### src/rtl/core/wfe_pkg.sv
// Shared constants, types and helper functions of the windowed frequency estimator.
package wfe_pkg;

   localparam int WINDOW_TERMS = 20;
   localparam int SAMPLE_BITS = 16;
   localparam int HIST_DEPTH = WINDOW_TERMS + 4;
   localparam int WIN_DEPTH = HIST_DEPTH + 1;
   localparam int PROD_BITS = 2 * SAMPLE_BITS;
   localparam int SUM_BITS = PROD_BITS + 2 + $clog2(WINDOW_TERMS);
   localparam int DEN_BITS = SUM_BITS + 1;
   localparam int REM_BITS = SUM_BITS + 2;
   localparam int MAC_CNT_BITS = $clog2(WINDOW_TERMS + 1);

   localparam int RATE_BITS = 20;
   localparam int FREQ_BITS = 35;
   localparam int ANGLE_BITS = 18;
   localparam int RATIO_BITS = 17;
   localparam int DIV_STEPS = 17;
   localparam int DIV_CNT_BITS = 5;
   localparam int COS_TERMS = 14;
   localparam int TERM_CNT_BITS = 4;
   localparam int DIVISOR_BITS = 10;

   localparam logic [RATE_BITS-1:0] RATE_RESET = 20'd1000;
   localparam logic [RATIO_BITS-1:0] ONE_Q16 = 17'd65536;
   localparam logic [ANGLE_BITS-1:0] ANGLE_MAX = 18'd205887;
   localparam logic [63:0] ONE_Q62 = 64'h4000_0000_0000_0000;
   localparam logic [63:0] PI_Q62 = 64'hC90F_DAA2_2168_C235;
   localparam logic [63:0] PIHALF_Q62 = 64'h6487_ED51_10B4_611A;
   localparam logic [63:0] FREQ_K = 64'h517C_C1B7_2722_0A95;

   // Reciprocals floor(2^64 / ((2k-1)*2k)) of the cosine series divisors.
   localparam logic [64:0] TWO_POW_64 = 65'h1_0000_0000_0000_0000;
   localparam logic [63:0] RECIP_1 = 64'(TWO_POW_64 / 65'd2);
   localparam logic [63:0] RECIP_2 = 64'(TWO_POW_64 / 65'd12);
   localparam logic [63:0] RECIP_3 = 64'(TWO_POW_64 / 65'd30);
   localparam logic [63:0] RECIP_4 = 64'(TWO_POW_64 / 65'd56);
   localparam logic [63:0] RECIP_5 = 64'(TWO_POW_64 / 65'd90);
   localparam logic [63:0] RECIP_6 = 64'(TWO_POW_64 / 65'd132);
   localparam logic [63:0] RECIP_7 = 64'(TWO_POW_64 / 65'd182);
   localparam logic [63:0] RECIP_8 = 64'(TWO_POW_64 / 65'd240);
   localparam logic [63:0] RECIP_9 = 64'(TWO_POW_64 / 65'd306);
   localparam logic [63:0] RECIP_10 = 64'(TWO_POW_64 / 65'd380);
   localparam logic [63:0] RECIP_11 = 64'(TWO_POW_64 / 65'd462);
   localparam logic [63:0] RECIP_12 = 64'(TWO_POW_64 / 65'd552);
   localparam logic [63:0] RECIP_13 = 64'(TWO_POW_64 / 65'd650);
   localparam logic [63:0] RECIP_14 = 64'(TWO_POW_64 / 65'd756);

   typedef enum logic [4:0] {
      OP_NONE,
      OP_LOAD,
      OP_MAC,
      OP_DIV_INIT,
      OP_DIV_STEP,
      OP_RATIO,
      OP_MID,
      OP_X2_START,
      OP_X2_TAKE,
      OP_TERM_START,
      OP_TERM_TAKE,
      OP_RECIP_START,
      OP_RECIP_TAKE,
      OP_CORR,
      OP_ACCUM,
      OP_SEARCH_UPD,
      OP_RATE_MUL,
      OP_FREQ_START,
      OP_FREQ_TAKE
   } op_type;

   typedef struct packed {
      op_type op;
      logic [TERM_CNT_BITS-1:0] term_k;
      logic req_ready;
      logic rsp_load;
   } dp_cmd_type;

   typedef struct packed {
      logic mul_done;
      logic a_zero;
      logic search_done;
   } dp_stat_type;

   // Divisor (2k-1)*2k of series term k.
   function automatic logic [DIVISOR_BITS-1:0] cos_divisor(input logic [TERM_CNT_BITS-1:0] k);
      case (k)
         4'd1: cos_divisor = 10'd2;
         4'd2: cos_divisor = 10'd12;
         4'd3: cos_divisor = 10'd30;
         4'd4: cos_divisor = 10'd56;
         4'd5: cos_divisor = 10'd90;
         4'd6: cos_divisor = 10'd132;
         4'd7: cos_divisor = 10'd182;
         4'd8: cos_divisor = 10'd240;
         4'd9: cos_divisor = 10'd306;
         4'd10: cos_divisor = 10'd380;
         4'd11: cos_divisor = 10'd462;
         4'd12: cos_divisor = 10'd552;
         4'd13: cos_divisor = 10'd650;
         4'd14: cos_divisor = 10'd756;
         default: cos_divisor = 10'd2;
      endcase
   endfunction

   function automatic logic [63:0] cos_recip(input logic [TERM_CNT_BITS-1:0] k);
      case (k)
         4'd1: cos_recip = RECIP_1;
         4'd2: cos_recip = RECIP_2;
         4'd3: cos_recip = RECIP_3;
         4'd4: cos_recip = RECIP_4;
         4'd5: cos_recip = RECIP_5;
         4'd6: cos_recip = RECIP_6;
         4'd7: cos_recip = RECIP_7;
         4'd8: cos_recip = RECIP_8;
         4'd9: cos_recip = RECIP_9;
         4'd10: cos_recip = RECIP_10;
         4'd11: cos_recip = RECIP_11;
         4'd12: cos_recip = RECIP_12;
         4'd13: cos_recip = RECIP_13;
         4'd14: cos_recip = RECIP_14;
         default: cos_recip = RECIP_1;
      endcase
   endfunction

endpackage

### src/rtl/core/wfe_ctrl.sv
// Controller: sequences window sums, division, the cosine search and the frequency product.
module wfe_ctrl (
   input  logic                 clock,
   input  logic                 reset,
   input  logic                 req_valid,
   input  logic                 rsp_free,
   input  wfe_pkg::dp_stat_type stat,
   output wfe_pkg::dp_cmd_type  cmd
);

   typedef enum logic [20:0] {
      S_IDLE       = 21'h000001,
      S_MAC        = 21'h000002,
      S_MAC_END    = 21'h000004,
      S_DIV_INIT   = 21'h000008,
      S_DIV        = 21'h000010,
      S_RATIO      = 21'h000020,
      S_CHECK      = 21'h000040,
      S_MID        = 21'h000080,
      S_X2         = 21'h000100,
      S_X2_WAIT    = 21'h000200,
      S_TERM       = 21'h000400,
      S_TERM_WAIT  = 21'h000800,
      S_RECIP      = 21'h001000,
      S_RECIP_WAIT = 21'h002000,
      S_CORR       = 21'h004000,
      S_ACCUM      = 21'h008000,
      S_UPDATE     = 21'h010000,
      S_RATE       = 21'h020000,
      S_FREQ       = 21'h040000,
      S_FREQ_WAIT  = 21'h080000,
      S_OUT        = 21'h100000
   } state_type;

   state_type                             state_ff, state_in;
   logic [wfe_pkg::MAC_CNT_BITS-1:0]      mac_cnt_ff, mac_cnt_in;
   logic [wfe_pkg::DIV_CNT_BITS-1:0]      div_cnt_ff, div_cnt_in;
   logic [wfe_pkg::TERM_CNT_BITS-1:0]     term_k_ff, term_k_in;

   always_comb begin
      state_in = state_ff;
      mac_cnt_in = mac_cnt_ff;
      div_cnt_in = div_cnt_ff;
      term_k_in = term_k_ff;
      cmd.op = wfe_pkg::OP_NONE;
      cmd.term_k = term_k_ff;
      cmd.req_ready = 1'b0;
      cmd.rsp_load = 1'b0;
      case (state_ff)
         S_IDLE: begin
            cmd.req_ready = 1'b1;
            if (req_valid) begin
               cmd.op = wfe_pkg::OP_LOAD;
               mac_cnt_in = '0;
               state_in = S_MAC;
            end
         end
         S_MAC: begin
            cmd.op = wfe_pkg::OP_MAC;
            if (mac_cnt_ff == wfe_pkg::MAC_CNT_BITS'(wfe_pkg::WINDOW_TERMS - 1)) begin
               state_in = S_MAC_END;
            end else begin
               mac_cnt_in = mac_cnt_ff + 1'b1;
            end
         end
         S_MAC_END: begin
            state_in = S_DIV_INIT;
         end
         S_DIV_INIT: begin
            cmd.op = wfe_pkg::OP_DIV_INIT;
            div_cnt_in = '0;
            state_in = stat.a_zero ? S_OUT : S_DIV;
         end
         S_DIV: begin
            cmd.op = wfe_pkg::OP_DIV_STEP;
            if (div_cnt_ff == wfe_pkg::DIV_CNT_BITS'(wfe_pkg::DIV_STEPS - 1)) begin
               state_in = S_RATIO;
            end else begin
               div_cnt_in = div_cnt_ff + 1'b1;
            end
         end
         S_RATIO: begin
            cmd.op = wfe_pkg::OP_RATIO;
            state_in = S_CHECK;
         end
         S_CHECK: begin
            state_in = stat.search_done ? S_RATE : S_MID;
         end
         S_MID: begin
            cmd.op = wfe_pkg::OP_MID;
            state_in = S_X2;
         end
         S_X2: begin
            cmd.op = wfe_pkg::OP_X2_START;
            state_in = S_X2_WAIT;
         end
         S_X2_WAIT: begin
            if (stat.mul_done) begin
               cmd.op = wfe_pkg::OP_X2_TAKE;
               term_k_in = wfe_pkg::TERM_CNT_BITS'(1);
               state_in = S_TERM;
            end
         end
         S_TERM: begin
            cmd.op = wfe_pkg::OP_TERM_START;
            state_in = S_TERM_WAIT;
         end
         S_TERM_WAIT: begin
            if (stat.mul_done) begin
               cmd.op = wfe_pkg::OP_TERM_TAKE;
               state_in = S_RECIP;
            end
         end
         S_RECIP: begin
            cmd.op = wfe_pkg::OP_RECIP_START;
            state_in = S_RECIP_WAIT;
         end
         S_RECIP_WAIT: begin
            if (stat.mul_done) begin
               cmd.op = wfe_pkg::OP_RECIP_TAKE;
               state_in = S_CORR;
            end
         end
         S_CORR: begin
            cmd.op = wfe_pkg::OP_CORR;
            state_in = S_ACCUM;
         end
         S_ACCUM: begin
            cmd.op = wfe_pkg::OP_ACCUM;
            if (term_k_ff == wfe_pkg::TERM_CNT_BITS'(wfe_pkg::COS_TERMS)) begin
               state_in = S_UPDATE;
            end else begin
               term_k_in = term_k_ff + 1'b1;
               state_in = S_TERM;
            end
         end
         S_UPDATE: begin
            cmd.op = wfe_pkg::OP_SEARCH_UPD;
            state_in = S_CHECK;
         end
         S_RATE: begin
            cmd.op = wfe_pkg::OP_RATE_MUL;
            state_in = S_FREQ;
         end
         S_FREQ: begin
            cmd.op = wfe_pkg::OP_FREQ_START;
            state_in = S_FREQ_WAIT;
         end
         S_FREQ_WAIT: begin
            if (stat.mul_done) begin
               cmd.op = wfe_pkg::OP_FREQ_TAKE;
               state_in = S_OUT;
            end
         end
         S_OUT: begin
            if (rsp_free) begin
               cmd.rsp_load = 1'b1;
               state_in = S_IDLE;
            end
         end
         default: begin
            state_in = S_IDLE;
         end
      endcase
   end

   always_ff @(posedge clock) begin
      if (reset) begin
         state_ff <= S_IDLE;
         mac_cnt_ff <= '0;
         div_cnt_ff <= '0;
         term_k_ff <= '0;
      end else begin
         state_ff <= state_in;
         mac_cnt_ff <= mac_cnt_in;
         div_cnt_ff <= div_cnt_in;
         term_k_ff <= term_k_in;
      end
   end

endmodule

### config.mk
export PLATFORM = sky130hd
export DESIGN_NAME = wfe_ctrl
export DESIGN_NICKNAME = d
export VERILOG_FILES = /design/src/rtl/core/wfe_pkg.sv /design/src/rtl/core/wfe_ctrl.sv
export SDC_FILE = /design/constraint.sdc
export NUM_CORES = 1
export LEC_CHECK = 0
export BUFFER_PORTS_ARGS = -buffer_cell sky130_fd_sc_hd__buf_2
export CAP_MARGIN = 20
export CELL_PAD_IN_SITES_DETAIL_PLACEMENT = 1
export CELL_PAD_IN_SITES_GLOBAL_PLACEMENT = 1
export CORE_AREA = 4 4 87 89
export DETAILED_ROUTE_END_ITERATION = 6
export DIE_AREA = 0 0 91 93
export PLACE_DENSITY_LB_ADDON = 0.1
export SLEW_MARGIN = 5
export SYNTH_ARGS = -nofsm -noshare
export SYNTH_HDL_FRONTEND = slang
export SYNTH_SLANG_ARGS = --single-unit
### constraint.sdc
create_clock -name clock -period 2.9 [get_ports clock]
set_input_delay 0.29 -clock clock [delete_from_list [all_inputs] [get_ports clock]]
set_output_delay 0.29 -clock clock [all_outputs]
set_load 0.03 [all_outputs]
Word level (Yosys, flattened, before mapping)
Index checks and enable logic that the tools add are counted.
Widths: inputs -> output; s select.
- bits in registers: 35
- input bits: 7
- output and inout bits: 11
- word-level logic and storage cells: 79
- add/subtract/negate cells: 3
- equality and inequality tests: 35
- multiplexer cells: 29
- reduce and logical (&&, ||, !) cells: 8
- operators by type and width (kind ; number):
    $pmux 21 s20 ; 1
    $mux 21 ; 9
    $pmux 5 s18 ; 1
    $ne 2x2->1 const B ; 11
    $eq 21x1->1 const B ; 1
    $eq 21x10->1 const B ; 1
    $eq 21x11->1 const B ; 1
    $eq 21x12->1 const B ; 1
    $eq 21x13->1 const B ; 1
    $eq 21x14->1 const B ; 1
    $eq 21x15->1 const B ; 1
    $eq 21x16->1 const B ; 1
    $eq 21x17->1 const B ; 1
    $eq 21x18->1 const B ; 1
    $eq 21x19->1 const B ; 1
    $eq 21x2->1 const B ; 1
    $eq 21x20->1 const B ; 1
    $eq 21x21->1 const B ; 1
    $eq 21x3->1 const B ; 1
    $eq 21x4->1 const B ; 1
    $eq 21x5->1 const B ; 1
    $eq 21x6->1 const B ; 1
    $eq 21x7->1 const B ; 1
    $eq 21x8->1 const B ; 1
    other kinds (17) ; 33

Depth between registers and ports, before layout
Gate-level depths: netlist (run 1).
- depth after elaboration: 3
- depth in mapped cells: 10
- depth with buffers taken out: 9

Worst setup path after synthesis (run 1)
OpenSTA, ideal clock, no wires.
- kind: flip-flop to flip-flop
- start: register state_ff[12]
- end: register state_ff[0]
- setup time: 0.114 ns
- arrival time: 2.392 ns
- data required time: 2.786 ns
- setup slack: 0.394 ns
- cell stages (with the launch flop): 9
- path buffers: 1
- clock period less this slack: 2.506 ns
- path through: dfxtp_1 -> or4_4 -> nor4_4 -> nand3_1 -> nor2_2 -> nor4_1 -> a41o_1 -> buf_6 -> a21o_1
- longest elaborated chain between the ends: 3
- elaborated cells between the ends (all ways): 32
- those cells by class: eq/ne: 29; mux: 1; reduce/logical: 2
- RTL lines (element ; line ; RTL):
    start, declared ; wfe_ctrl.sv:35 ; state_type state_ff, state_in;
    start signal, assigned ; wfe_ctrl.sv:174 ; state_ff <= state_in;
    $eq 21x17->1, or another cell as far along ; wfe_ctrl.sv:49 ; case (state_ff)
    $reduce_or 2->1 (no line) / $ne 2x2->1 (equally long branches) ; -- ;
    $pmux 21 s20 / $reduce_and 8->1 (equally long branches) ; -- ;
Parallel ways exist; a longest one is shown, timed or not.
A chain may end at the register's enable or synchronous reset.

==> results.toml, run 1 <==
[min_path]
holdPathEnd = "state_ff[7]$_SDFFE_PP0P_"
holdCritPathClass = "in -> reg"
worstHoldStart = "stat[0]"
min_path_cells = 2

[yosys]
ys_top_cells_by_area = "dfxtp_1 35%, nor2_1 8.0%, xor2_1 3.9%"
ys_types = 49
synth-edff-count = 0
synthSimpleGateAreaFrac = 0.452
synth-main-ff-cell = "dfxtp_1"
synthCells = 247
yosys_warnings = 0
yosys.area.top_type = "dfxtp_1"
synthTopCellsByCount = "43 x nor2_1, 35 x dfxtp_1, 18 x nand2_1"
yosysSeqAreaShare = 0.348
async_reset_ff_frac = 0
synth-compound-area-share = 0.0851
yosysMostFrequentCell = "nor2_1"
synthXorXnorAreaFrac = 0.0522
syn-cell-area_mm2 = 0.00201
synth_top_cell_area_share = 0.348
syn_area_per_cell_um2 = 8.15
synth_fa_ha_area_frac = 0.0311
muxShareOfSynthArea = 0
ys_ff_latch = 35
syn_nets = 259
synth_top_family_by_area = "simple AND/OR/NAND/NOR gates"

[critical_path]
required_ns = 2.61
cp_slowest_cell = "or4_4"
rr_worst_depth = 8
crit_family = "simple AND/OR/NAND/NOR gates"
worstSetupStartpointType = "flip-flop"
crit_path_end_kind = "output port"
worstPathArrival_ns = 2.48
crit_buf_inv = 1
r2r_slack_ns = 0.23
worstSetupStartpoint = "state_ff[16]$_SDFFE_PP0P_"
crit_chain = "or4_4 -> or4b_1 -> o22ai_1 -> nand2_1 -> nand3_1 -> buf_2"
cp_max_fo = 5
r2r_end = "state_ff[13]$_SDFFE_PP0P_"
critical_path_class = "reg -> out"
worstReg2RegStart = "state_ff[16]$_SDFFE_PP0P_"
cpPeakStageDelay_ns = 0.60

[cts]
clk_path_buf_depth = 2
clock_sinks = 35
cts_tree = "built"
cts-resized-gates = 0
clk_latency_ns = 0.29
htree_num_levels = 2
cts_hold_buf = 0
cts.clk_slew.worst_paths_ns = 0.07
cts_setup_buffers = 0
cts.root.buffer_cell = "clkbuf_8"
cts_buffers = 5

[placement]
io_buffers = 17
gp_congestion = 0.831
dpl.hpwl_um = 4780
preCtsSetupSlack_ns = 0.233

[power_and_ir_drop]
powerDensity_mw_per_mm2 = 423
power.switching_w = 0.000275
pwr-share-seq = 0.506
intPower_w = 0.000700
switching_share = 0.282
leakagePower_nw = 0.925
ir_drop_v = 0.000159
combPwrFrac = 0.156
fin_total_pwr_w = 0.000975
clkPwrFrac = 0.338

[layout]
final_core_util = 0.341
nets = 286
drive_gt1_frac = 0.168
fill_cells = 842
seqCellArea_um2 = 701
multi_input_area_mm2 = 0.00125
antennaDiodeCount = 0
area_delta_synth_final_pct = 14.5

[floorplan]
die_h_um = 93
die_w_um = 91
coreArea_mm2 = 0.00676
initial_core_util = 0.298
io_pins = 18
die-area_mm2 = 0.00846
row_count = 30

[timing]
finClkSkew_ns = 0.00957
hold_violations = 0
setup_tns_ns = 0
fin_ws_ns = 0.131
whs_ns = 0.191
worst_pin_slew_ns = 0.639
fmax_ghz = 0.361
relSlewSlack = 0.571
period_minus_slack_ns = 2.77
setup_viol = 0
slew_violations = 0
grt_setup_unrepaired = "true"
fin_crit_sh = 0.955

[global_route]
grt_pass1_wl_um = 10400
grt_pass1_vias = 1989
grt_usage = 0.157
overflow = 0
grt_max_degree = 21
antenna_found_initial = 0

[flow_run]
max-cap-violations = 0

[route]
wl_per_cell_um = 17.4
drt_wl_total_um = 6150
via_count = 1928
drtIter0Drc = 84
drc = 0
first_pass_iters = 4
via_per_inst = 5.46
antenna_left = 0

[status]
outcome = "finished clean"
layer usage:
metal | global-route usage | vias up | part of all wire
met5 | 0 | - | 0
met3 | 0.0265 | 5 | 0.035
met1 | 0.212 | 937 | 0.49
met2 | 0.258 | 32 | 0.46
li1 | - | 954 | -
met4 | 0.0415 | 0 | 0.0086
per-stage QoR:
stage	cell area, um^2	instances
after floorplan	2010	247
after global placement	2230	347
after detailed placement	2230	347
after CTS	2310	353
after global routing	2310	353
final	2310	353
worst register-to-register path: cells and delay by family (launching register included):
family | cells | cell delay (ns)
simple gates | 4 | 1.29
compound gates | 3 | 0.75
flops | 1 | 0.35
buf+inv | 1 | 0.21
layout by cell type, fill, tap and decap left out, types with 3 or more instances in the layout:
cell      synthesis  layout
o21ai_0           5       5
dfxtp_1          35      35
buf_2             2      17
xnor2_1           3       3
nor4b_1           4       4
a21oi_1           9       9
nor4_2            5       5
nand2_1          18      18
and3_1            5       5
nand2b_1          4       4
ha_1              5       5
or3_1             3       3
nor2_1           43      43
nand3_1          12      12
buf_4             0       9
nand4b_1          3       3
xor2_1            9       9
nor2b_1           4       4
inv_1             8       8
nand4_1          12      12
nor3_1           13      13
nor4_1            8       8
clkbuf_8          0       5
layout make-up:
| class | instances | area share |
|---|---|---|
| well taps | 80 | 0.0434 |
| multi-input cells | 198 | 0.542 |
| inverters | 8 | 0.0130 |
| clock buffers | 6 | 0.0315 |
| flip-flops and latches | 35 | 0.304 |
| repair buffers | 26 | 0.0662 |
how the worst max path moves through the flow:
stage	end	slack, ns	cells after the start
finish	cmd[9]	0.13	6
global route	cmd[9]	-0.01	6
CTS	cmd[9]	0.12	6
detailed placement	state_ff[0]$_SDFFE_PP1P_	0.23	7
global placement	state_ff[13]$_SDFFE_PP0P_	0.23	8
floorplan	state_ff[0]$_SDFFE_PP1P_	0.39	8
registers in the layout (all words and copies together), names as in the netlist:
signal      flops
div_cnt_ff      5
mac_cnt_ff      5
state_ff       21
term_k_ff       4
kinds of logic (layout without fill, tap and decap cells):
| logic type | Yosys count | count (layout) |
|---|---|---|
| buf+inv | 14 | 40 |
| flops | 35 | 35 |
| fa+ha+maj | 5 | 5 |
| compound gates | 27 | 27 |
| xor+xnor | 12 | 12 |
| simple gates | 154 | 154 |
power groups by stage:
stage	Combinational, W	Clock (W)	Sequential (W)
final	0.000152	0.000330	0.000494
after global routing	0.000164	0.000365	0.000494
after CTS	0.000153	0.000342	0.000494
after detailed placement	0.000152	0	0.000505
after global placement	0.000153	0	0.000505
after floorplan	0.0000966	0	0.000503
Power figures use the tool's default switching activity.
==> run 2: changes to the inputs <==
==> constraint.sdc (replaced) <==
create_clock -name clock -period 3 [get_ports clock]
set_input_delay 0.3 -clock clock [delete_from_list [all_inputs] [get_ports clock]]
set_output_delay 0.3 -clock clock [all_outputs]
set_load 0.03 [all_outputs]
==> results.toml, run 2 (synthesis results as in run 1) <==
[cts]
clock_sinks = 35
cts_buffers = 5
clk_latency_ns = 0.30
cts.root.buffer_cell = "clkbuf_8"
htree_num_levels = 2
clk_path_buf_depth = 2
cts-resized-gates = 0
cts_tree = "built"
cts_hold_buf = 0
cts_setup_buffers = 0
cts.clk_slew.worst_paths_ns = 0.08

[layout]
area_delta_synth_final_pct = 14.9
fill_cells = 858
antennaDiodeCount = 0
largest_reg_flops = 21
drive_gt1_frac = 0.168
nets = 284
largest-register = "state_ff"
layout_commonest_cell = "nor2_1"
largestRegisters = "state_ff: 21 flops, div_cnt_ff: 5 flops, mac_cnt_ff: 5 flops"
mostFrequentLayoutCells = "43 x nor2_1, 35 x dfxtp_1, 18 x nand2_1"

[floorplan]
io_pins = 18
die_h_um = 93
die-area_mm2 = 0.00846
initial_core_util = 0.298
row_count = 30
die_w_um = 91
coreArea_mm2 = 0.00676

[route]
antenna_left = 0
drtIter0Drc = 66
drt_wl_total_um = 6050
drc = 0
via_count = 1915
first_pass_iters = 4
wl_per_cell_um = 17.2
via_per_inst = 5.42

[critical_path]
path_common_cell = "nand3_1"
crit_buf_inv = 1
rr_worst_depth = 7
worstPathArrival_ns = 2.56
r2r_slack_ns = 0.34
crit_chain = "or4_4 -> nor4_4 -> nand3_1 -> nor2_2 -> nand2_1 -> nand3_1 -> buf_2"
r2r_end = "state_ff[0]$_SDFFE_PP1P_"
required_ns = 2.70
crit_family = "simple AND/OR/NAND/NOR gates"
worstSetupStartpointType = "flip-flop"
cp_slowest_cell = "or4_4"
cpPeakStageDelay_ns = 0.59
worstSetupStartpoint = "state_ff[12]$_SDFFE_PP0P_"
crit_path_end_kind = "output port"
cp_max_fo = 6
critical_path_class = "reg -> out"
worstReg2RegStart = "state_ff[16]$_SDFFE_PP0P_"

[status]
outcome = "finished clean"

[global_route]
overflow = 0
grt_usage = 0.148
grt_max_degree = 21
antenna_found_initial = 0
grt_pass1_vias = 1869
grt_pass1_wl_um = 9800

[flow_run]
max-cap-violations = 0

[timing]
grt_setup_unrepaired = "false"
period_minus_slack_ns = 2.86
fmax_ghz = 0.350
setup_viol = 0
relSlewSlack = 0.660
hold_violations = 0
worst_pin_slew_ns = 0.506
fin_crit_sh = 0.952
setup_tns_ns = 0
slew_violations = 0
finClkSkew_ns = 0.0110

[power_and_ir_drop]
powerDensity_mw_per_mm2 = 427
ir_drop_v = 0.000162
pwr-share-seq = 0.483
fin_total_pwr_w = 0.000989
combPwrFrac = 0.142
switching_share = 0.287
power.switching_w = 0.000284
intPower_w = 0.000705
leakagePower_nw = 0.928
clkPwrFrac = 0.375

[placement]
gp_congestion = 0.795
io_buffers = 17
dpl.hpwl_um = 4650

[min_path]
holdCritPathClass = "in -> reg"
holdPathEnd = "state_ff[7]$_SDFFE_PP0P_"
worstHoldStart = "stat[0]"
min_path_cells = 2
==> run 2: worst register-to-register path, delay by kind of cell, from the launching register on <==
kind               cells  cell delay, ns
AOI/OAI and AO/OA      3            0.70
DFF                    1            0.35
and+or+nand+nor        4            1.51
==> run 2: layer usage <==
layer / GRT usage / share of wire / vias to the layer above
li1: - / - / 950
met1: 0.199 / 0.51 / 930
met2: 0.236 / 0.45 / 25
met3: 0.0290 / 0.026 / 10
met4: 0.0528 / 0.014 / 0
met5: 0 / 0 / -
==> run 2: worst max-delay path by stage <==
stage	to	slack (ns)	cells past startpoint
after floorplan	state_ff[0]$_SDFFE_PP1P_	0.49	8
final	cmd[6]	0.14	7
after global placement	state_ff[0]$_SDFFE_PP1P_	0.33	7
after global routing	cmd[6]	0.06	7
after CTS	cmd[6]	0.13	7
after detailed placement	state_ff[0]$_SDFFE_PP1P_	0.34	7
==> run 2: final cells by class <==
class | instances | area, um^2 | share of cell area
Clock buffer | 7 | 86.3 | 0.0373
Inverter | 8 | 30.0 | 0.0130
Sequential cell | 35 | 701 | 0.303
Multi-Input combinational cell | 198 | 1250 | 0.540
Clock inverter | 1 | 8.76 | 0.00379
Tap cell | 80 | 100 | 0.0433
Timing Repair Buffer | 24 | 138 | 0.0595
==> run 2: per-stage QoR <==
step | cell area, um^2 | hold WS (ns) | utilization | instances | worst slack, ns
final | 2310 | 0.200 | 0.342 | 353 | 0.144
after global routing | 2310 | 0.201 | 0.342 | 353 | 0.0550
after CTS | 2310 | 0.186 | 0.342 | 353 | 0.134
after detailed placement | 2220 | 0.504 | 0.328 | 345 | 0.336
after global placement | 2220 | 0.497 | 0.328 | 345 | 0.334
after floorplan | 2010 | 0.378 | - | 247 | 0.494
==> run 2: power by group through the flow <==
| stage | logic [W] | registers (W) | clock network, W |
|---|---|---|---|
| after floorplan | 0.0000934 | 0.000487 | 0 |
| after detailed placement | 0.000141 | 0.000488 | 0 |
| after CTS | 0.000141 | 0.000477 | 0.000386 |
| final | 0.000140 | 0.000477 | 0.000371 |
| after global placement | 0.000142 | 0.000488 | 0 |
| after global routing | 0.000151 | 0.000479 | 0.000407 |
